## src/rtl/rgba_box_downsampler_macros.svh

```systemverilog
// Assertion macros shared by the RGBA box downsampler RTL.
// Expects aclk and aresetn in scope where used.
`ifndef RGBA_BOX_DOWNSAMPLER_MACROS_SVH
`define RGBA_BOX_DOWNSAMPLER_MACROS_SVH

// same-cycle implication
`define RBDS_ASSERT_IMPLY(label, ante, cons, msg) \
    label: assert property (@(posedge aclk) disable iff (!aresetn) (ante) |-> (cons)) \
        else $error(msg);

// next-cycle implication
`define RBDS_ASSERT_NEXT(label, ante, cons, msg) \
    label: assert property (@(posedge aclk) disable iff (!aresetn) (ante) |=> (cons)) \
        else $error(msg);

`endif

```

## src/rtl/rbds_pkg.sv

```systemverilog
// Package for the RGBA box downsampler: payload structs, control structs,
// register indexes, widths and the reciprocal table. No dependencies.
`timescale 1ns / 1ps

package rbds_pkg;

    localparam int DEFAULT_MAX_WIDTH = 4096;
    localparam int DEFAULT_MAX_SCALE = 4;
    localparam int HEIGHT_LIMIT      = 4096;

    localparam int CHANNELS    = 4;
    localparam int CHAN_W      = 8;
    localparam int SUM_W       = 24;
    localparam int NUM_W       = 25;
    localparam int RECIP_W     = 32;
    localparam int RECIP_SHIFT = 31;
    localparam int PROD_W      = NUM_W + RECIP_W;
    localparam int SCALE_W     = 3;
    localparam int SCALE_EFF_W = 4;
    localparam int DIM_W       = 13;
    localparam int DIM_CMP_W   = 14;
    localparam int ROW_W       = 12;

    localparam int CFG_INDEX_W = 2;
    localparam int CFG_DATA_W  = DIM_W;

    localparam logic [CFG_INDEX_W-1:0] CFG_SCALE      = 2'd0;
    localparam logic [CFG_INDEX_W-1:0] CFG_DST_WIDTH  = 2'd1;
    localparam logic [CFG_INDEX_W-1:0] CFG_DST_HEIGHT = 2'd2;

    localparam logic [SCALE_W-1:0] SCALE_RESET  = 3'd1;
    localparam logic [DIM_W-1:0]   WIDTH_RESET  = 13'd512;
    localparam logic [DIM_W-1:0]   HEIGHT_RESET = 13'd512;

    typedef struct packed {
        logic [CHAN_W-1:0] in_red;
        logic [CHAN_W-1:0] in_green;
        logic [CHAN_W-1:0] in_blue;
        logic [CHAN_W-1:0] in_alpha;
    } in_pixel_t;

    typedef struct packed {
        logic [CHAN_W-1:0] out_red;
        logic [CHAN_W-1:0] out_green;
        logic [CHAN_W-1:0] out_blue;
        logic [CHAN_W-1:0] out_alpha;
        logic              row_end;
        logic              frame_end;
    } out_pixel_t;

    typedef struct packed {
        logic capture;
        logic acc;
        logic mul;
        logic load_out;
    } dp_cmd_t;

    typedef struct packed {
        logic emit;
    } dp_status_t;

    // ceil(2^31 / (s*s)); exact floor division for numerators below 2^25
    function automatic logic [RECIP_W-1:0] recip_of(input logic [SCALE_EFF_W-1:0] s);
        logic [RECIP_W-1:0] r;
        unique case (s)
            4'd2:    r = 32'd536870912;
            4'd3:    r = 32'd238609295;
            4'd4:    r = 32'd134217728;
            4'd5:    r = 32'd85899346;
            4'd6:    r = 32'd59652324;
            4'd7:    r = 32'd43826197;
            4'd8:    r = 32'd33554432;
            default: r = 32'd2147483648;
        endcase
        return r;
    endfunction

endpackage

```

## src/rtl/rbds_ctrl.sv

```systemverilog
// Sequencing controller for the RGBA box downsampler.
// Depends on rbds_pkg and rgba_box_downsampler_macros.svh.
`timescale 1ns / 1ps
`include "rgba_box_downsampler_macros.svh"

module rbds_ctrl (
    input  logic                 aclk,
    input  logic                 aresetn,
    input  logic                 s_valid,
    output logic                 s_ready,
    output logic                 m_valid,
    input  logic                 m_ready,
    input  rbds_pkg::dp_status_t status,
    output rbds_pkg::dp_cmd_t    cmd
);
    import rbds_pkg::*;

    typedef enum logic [3:0] {
        ST_IDLE = 4'b0001,
        ST_READ = 4'b0010,
        ST_MUL  = 4'b0100,
        ST_EMIT = 4'b1000
    } state_t;

    state_t state_reg, state_next;
    logic   m_valid_reg, m_valid_next;

    assign s_ready = (state_reg == ST_IDLE);
    assign m_valid = m_valid_reg;

    always_comb begin
        cmd          = '0;
        state_next   = state_reg;
        m_valid_next = m_valid_reg;
        if (m_ready) begin
            m_valid_next = 1'b0;
        end
        unique case (state_reg)
            ST_IDLE: begin
                cmd.capture = s_valid;
                if (s_valid) begin
                    state_next = ST_READ;
                end
            end
            ST_READ: begin
                cmd.acc    = 1'b1;
                state_next = status.emit ? ST_MUL : ST_IDLE;
            end
            ST_MUL: begin
                cmd.mul    = 1'b1;
                state_next = ST_EMIT;
            end
            ST_EMIT: begin
                if (!m_valid_reg || m_ready) begin
                    cmd.load_out = 1'b1;
                    m_valid_next = 1'b1;
                    state_next   = ST_IDLE;
                end
            end
            default: begin
                state_next = ST_IDLE;
            end
        endcase
    end

    always_ff @(posedge aclk) begin
        if (!aresetn) begin
            state_reg   <= ST_IDLE;
            m_valid_reg <= 1'b0;
        end else begin
            state_reg   <= state_next;
            m_valid_reg <= m_valid_next;
        end
    end

    `RBDS_ASSERT_NEXT(a_capture_reads, cmd.capture, state_reg == ST_READ, "accepted transaction did not start a column read")
    `RBDS_ASSERT_NEXT(a_mul_to_emit, state_reg == ST_MUL, state_reg == ST_EMIT, "multiply stage not followed by emit")
    `RBDS_ASSERT_NEXT(a_load_sets_valid, cmd.load_out, m_valid_reg, "loaded result not presented")
    `RBDS_ASSERT_IMPLY(a_ready_only_idle, s_ready, !cmd.acc && !cmd.mul && !cmd.load_out, "input ready while datapath busy")

endmodule

```

## config.mk

```make
export PLATFORM = sky130hd
export DESIGN_NAME = rbds_ctrl
export DESIGN_NICKNAME = d
export VERILOG_FILES = /design/src/rtl/rbds_pkg.sv /design/src/rtl/rbds_ctrl.sv
export VERILOG_INCLUDE_DIRS = /design/src /design/src/rtl
export SDC_FILE = /design/constraint.sdc
export NUM_CORES = 1
export LEC_CHECK = 0
export BUFFER_PORTS_ARGS = -buffer_cell sky130_fd_sc_hd__buf_2
export CAP_MARGIN = 20
export CORE_AREA = 3 3 40 42
export CTS_CLUSTER_SIZE = 16
export DETAILED_ROUTE_END_ITERATION = 10
export DIE_AREA = 0 0 43 45
export GPL_ROUTABILITY_DRIVEN = 0
export PLACE_DENSITY_LB_ADDON = 0.25
export SYNTH_ARGS = -nofsm -noshare
export SYNTH_HDL_FRONTEND = slang
export SYNTH_SLANG_ARGS = --single-unit
```

## constraint.sdc

```tcl
create_clock -name aclk -period 1.16 [get_ports aclk]
set_input_delay 0.116 -clock aclk [delete_from_list [all_inputs] [get_ports aclk]]
set_output_delay 0.116 -clock aclk [all_outputs]
set_load 0.03 [all_outputs]
```

# ---- Yosys cells after proc, flatten, opt, wreduce, memory -nomap -nowiden
# Index checks and enable logic that the tools add are counted.
dict set report totals {
  regBits 5
  input_bits 5
  out_inout_bits 6
  wordCells 23
}
dict set report op_classes {
  eq_ne 6
  n_mux 12
  reduce_logical 3
}
# cell count
set op_table {}
lappend op_table {{one-hot mux 4 bit (4 select lines)} 1}
lappend op_table {{two-way mux 1 bit} 8}
lappend op_table {{two-way mux 4 bit} 2}
lappend op_table {{== test 4 x 1 -> 1 bit (second input constant)} 1}
lappend op_table {{== test 4 x 2 -> 1 bit (second input constant)} 1}
lappend op_table {{== test 4 x 3 -> 1 bit (second input constant)} 1}
lappend op_table {{== test 4 bit (second input constant)} 1}
lappend op_table {{inequality test 2 bit (second input constant)} 2}
lappend op_table {{two-way mux 3 bit} 1}
lappend op_table {{AND reduction 2 bit} 1}
lappend op_table {{logical NOT 1 bit} 1}
lappend op_table {{logical OR 1 bit} 1}

# ---- Longest topological paths before layout
dict set report logic_depth {
  depth_word 4
  mapped_depth 3
}

# ---- Worst setup path after synthesis
# Ideal clock, no wire load.
dict set report synth_timing {
  kind {register -> register}
  start {register state_reg[1]}
  end {register state_reg[0]}
  setup_ns 0.131
  arrival_ns 1.365
  t_required_ns 1.029
  path_slack_ns -0.336
  path_stages_with_launch 4
  path_cell_list {dfxtp_1 -> nor4b_2 -> a21o_1 -> o211ai_1}
}
dict set report synth_between {
  elab_chain_cells 3
  elab_cells_between_ends 8
}
# element line
set synth_lines {}
lappend synth_lines {{from (decl)} rbds_ctrl.sv:25} ;# state_t state_reg, state_next;
lappend synth_lines {{from (signal assigned)} rbds_ctrl.sv:71} ;# state_reg <= state_next;
lappend synth_lines {{== test 4 bit / == test 4 x 1 -> 1 bit (equally long branches)} rbds_ctrl.sv:38} ;# unique case (state_reg)
lappend synth_lines {{inequality test 2 bit (no source line)} -}
lappend synth_lines {{AND reduction 2 bit (no source line)} -}
# Several ways; a longest one is shown, not always the timed one.
# A chain may end at the register's enable or synchronous reset.

==> impl_results.md <==
- Status: finished, violations left
- Failing checks: setup timing
- Headroom to the max-slew limit: 0.820
- Max-Cap Viols: 0
- Leak Pwr: 0.222 nW
- Post-synthesis cell type count: 16
- Seq pwr share: 0.361
- CP Capture Type: output pin
- VDD IR max: 0.368 mV
- Core box area: 0.00128 mm²
- Critical path arrival: 1.22 ns
- Clock Skew: 0.000835 ns
- PD cells: 1010 mW/mm²
- Dpl hpwl: 471 µm
- Pre-CTS setup slack: -0.0504 ns
- Fin crit share: 1.16
- Slew of the pin with the lowest slew margin: 0.269 ns
- RSZ-0062 raised after global routing: yes
- CP startpoint kind: flop
- Avg Inst Size Synth: 11.0 µm²
- Top_reg_cell synth: dfxtp_1
- Sw frac: 0.273
- Clock share of power: 0.372
- Top Family by Delay on Critical Path: simple AND/OR/NAND/NOR gates
- M3 GR Usage: 0.0279
- Sink Count: 5
- Final nets: 51
- Vias/cell: 4.33
- Clock transition at path regs: 0.04 ns
- Vias in the first global route: 261
- Wire length per cell: 11.3 µm
- Starting Density: 0.197
- Top post-synthesis cells by count: 5 x dfxtp_1, 2 x and2_1, 2 x nand2b_1, 2 x nor2b_1
- Drt total wl: 679 µm
- Most common cell in the netlist: dfxtp_1
- Synth warn: 0
- Initial antenna violation count: 0
- Pin count of the biggest net entering global routing: 6
- H-tree depth: 1
- Worst Hold Class: in -> reg
- Initial DRC Count: 0
- First-pass GRT wire length: 986 µm
- Synth area leader: dfxtp_1
- Die W: 43 µm
- Netlist Area Pre-Place: 253 µm²
- Placed instance area: 369 µm²
- Syn_nets: 28
- Delay of the slowest critical-path stage: 0.36 ns
- Syn Inst Count: 23
- Busiest grt layer: met2
- Met1 Track Usage GR: 0.0651
- Port Buffers: 10
- Slowest cell on the critical path: dfxtp_4
- Synth top area share: 0.396
- CP cell instances: nor4b_4, and2_4, buf_6
- GR Layer Usage met2: 0.123
- Sw Pwr: 0.000146 W
- Number of synthesized flops with an enable pin: 0
- Residual DRC count: 0
- Max reg flops: 4
- Die area: 0.00194 mm²
- Ys async rst share: 0
- Area contributors post-synth: dfxtp_1 40%, nor4b_4 9.4%, nor4b_2 5.9%
- Final core utilization: 0.413
- CP required: 1.04 ns
- Worst Path Max Fanout: 4
- Filler cells: 132
- Internal Pwr Total: 0.000388 W
- Gr ovfl total: 0
- Num rows: 13
- Fmax: 746 MHz
- Total number of vias: 260
- Share of layout cells above drive strength 1: 0.778
- Comb pwr share: 0.266
- Worst path bufs/invs: 1
- Post-layout min period: 1.34 ns
- Ant diodes: 0
- Design area: 531 µm²
- Final Setup Violations: 7
- 1st-pass router iterations: 1
- WS Path Type: reg -> out
- Root buf cell: clkbuf_4
- I/O Pins: 11
- Post-route ant nets: 0
- Worst setup margin: -0.180 ns
- Count of state elements after synthesis: 5
- Hold Violations, Final: 0
- Total CTS buffers: 3
- Worst skew pair latency: 0.24 ns
- Sequential area share after synthesis: 0.396
- Clk buf depth: 2
- Final Slew Violations: 0
- Multi-input logic area: 206 µm²
- P&R area growth vs syn: 110%
- Die Y: 45 µm
- Reg area: 115 µm²
- Tot GR Track Use: 0.0724
- CTS tree: yes
[metal layers]
| metal | wire length [µm] | share of wire | vias up |
|---|---|---|---|
| met1 | 252 | 0.37 | 121 |
| met5 | 0 | 0 | - |
| met4 | 14 | 0.021 | 0 |
| met2 | 375 | 0.55 | 8 |
| li1 | - | - | 129 |
| met3 | 36 | 0.053 | 2 |
[worst reg2reg max path, cell delays in order, from the launching register on]
cell      delay [ns]
dfxtp_4         0.37
buf_6           0.13
nor4b_4         0.29
buf_4           0.16
a21o_1          0.10
o211ai_1        0.08
[timing repair]
| action | 4_1_cts | 5_1_grt |
|---|---|---|
| pin swaps | 4 | 6 |
| gates resized for setup | 12 | 15 |
| setup endpoints to repair | 6 | 9 |
| cloned | 0 | 0 |
| hold buffers | 0 | 0 |
| buffers inserted | 2 | 2 |
[power by group through the flow]
stage / Sequential (W) / Clock (W) / Combinational, W
2_1_floorplan: 0.000195 / 0 / 0.0000605
3_3_place_gp: 0.000193 / 0 / 0.000105
3_5_place_dp: 0.000193 / 0 / 0.000108
4_1_cts: 0.000191 / 0.000203 / 0.000130
5_1_grt: 0.000193 / 0.000229 / 0.000152
6_report: 0.000193 / 0.000199 / 0.000142
[cells in the final DEF (no fill, tap or decap), drive strengths merged]
| cell | n |
|---|---|
| dfxtp | 5 |
| and3 | 2 |
| nor2b | 2 |
| o211ai | 1 |
| a21o | 1 |
| buf | 19 |
| and2 | 2 |
| nand2b | 2 |
| a211oi | 1 |
| o21a | 1 |
| clkbuf | 4 |
| nor3 | 1 |
| nor4b | 3 |
| nand4bb | 1 |
[through the flow]
step                      total power (W)  hold WS, ns  cells  TNS, ns
after floorplan                  0.000255        0.205     23   -0.309
after global placement           0.000298        0.354     52  -0.0413
after detailed placement         0.000301        0.373     52  -0.0717
after CTS                        0.000525        0.124     58   -0.909
after global routing             0.000574        0.118     60    -1.30
final                            0.000534        0.119     60   -0.860
[cell type report]
type | count | share of cell area
Clock buffer | 4 | 0.0495
Multi-Input combinational cell | 17 | 0.389
Sequential cell | 5 | 0.217
Tap cell | 15 | 0.0354
Timing Repair Buffer | 19 | 0.309
[logic make-up after synthesis]
kind of cell | share of synthesized area
AOI/OAI and AO/OA | 0.119
buffers and inverters | 0.0297
DFF | 0.396
and+or+nand+nor | 0.455
[path summary, 6_finish.rpt]
check / startpoint / end / slack, ns / cells after the start
worst max-delay path: state_reg[3]$_SDFFE_PN0P_ / cmd[3] / -0.18 / 3
worst min-delay path: aresetn / state_reg[0]$_SDFFE_PN1P_ / 0.12 / 2
worst max register to register: state_reg[0]$_SDFFE_PN1P_ / state_reg[0]$_SDFFE_PN1P_ / -0.10 / 5
worst min register to register: m_valid$_SDFF_PN0_ / state_reg[3]$_SDFFE_PN0P_ / 0.68 / 3
(Power assumes the default switching activity.)
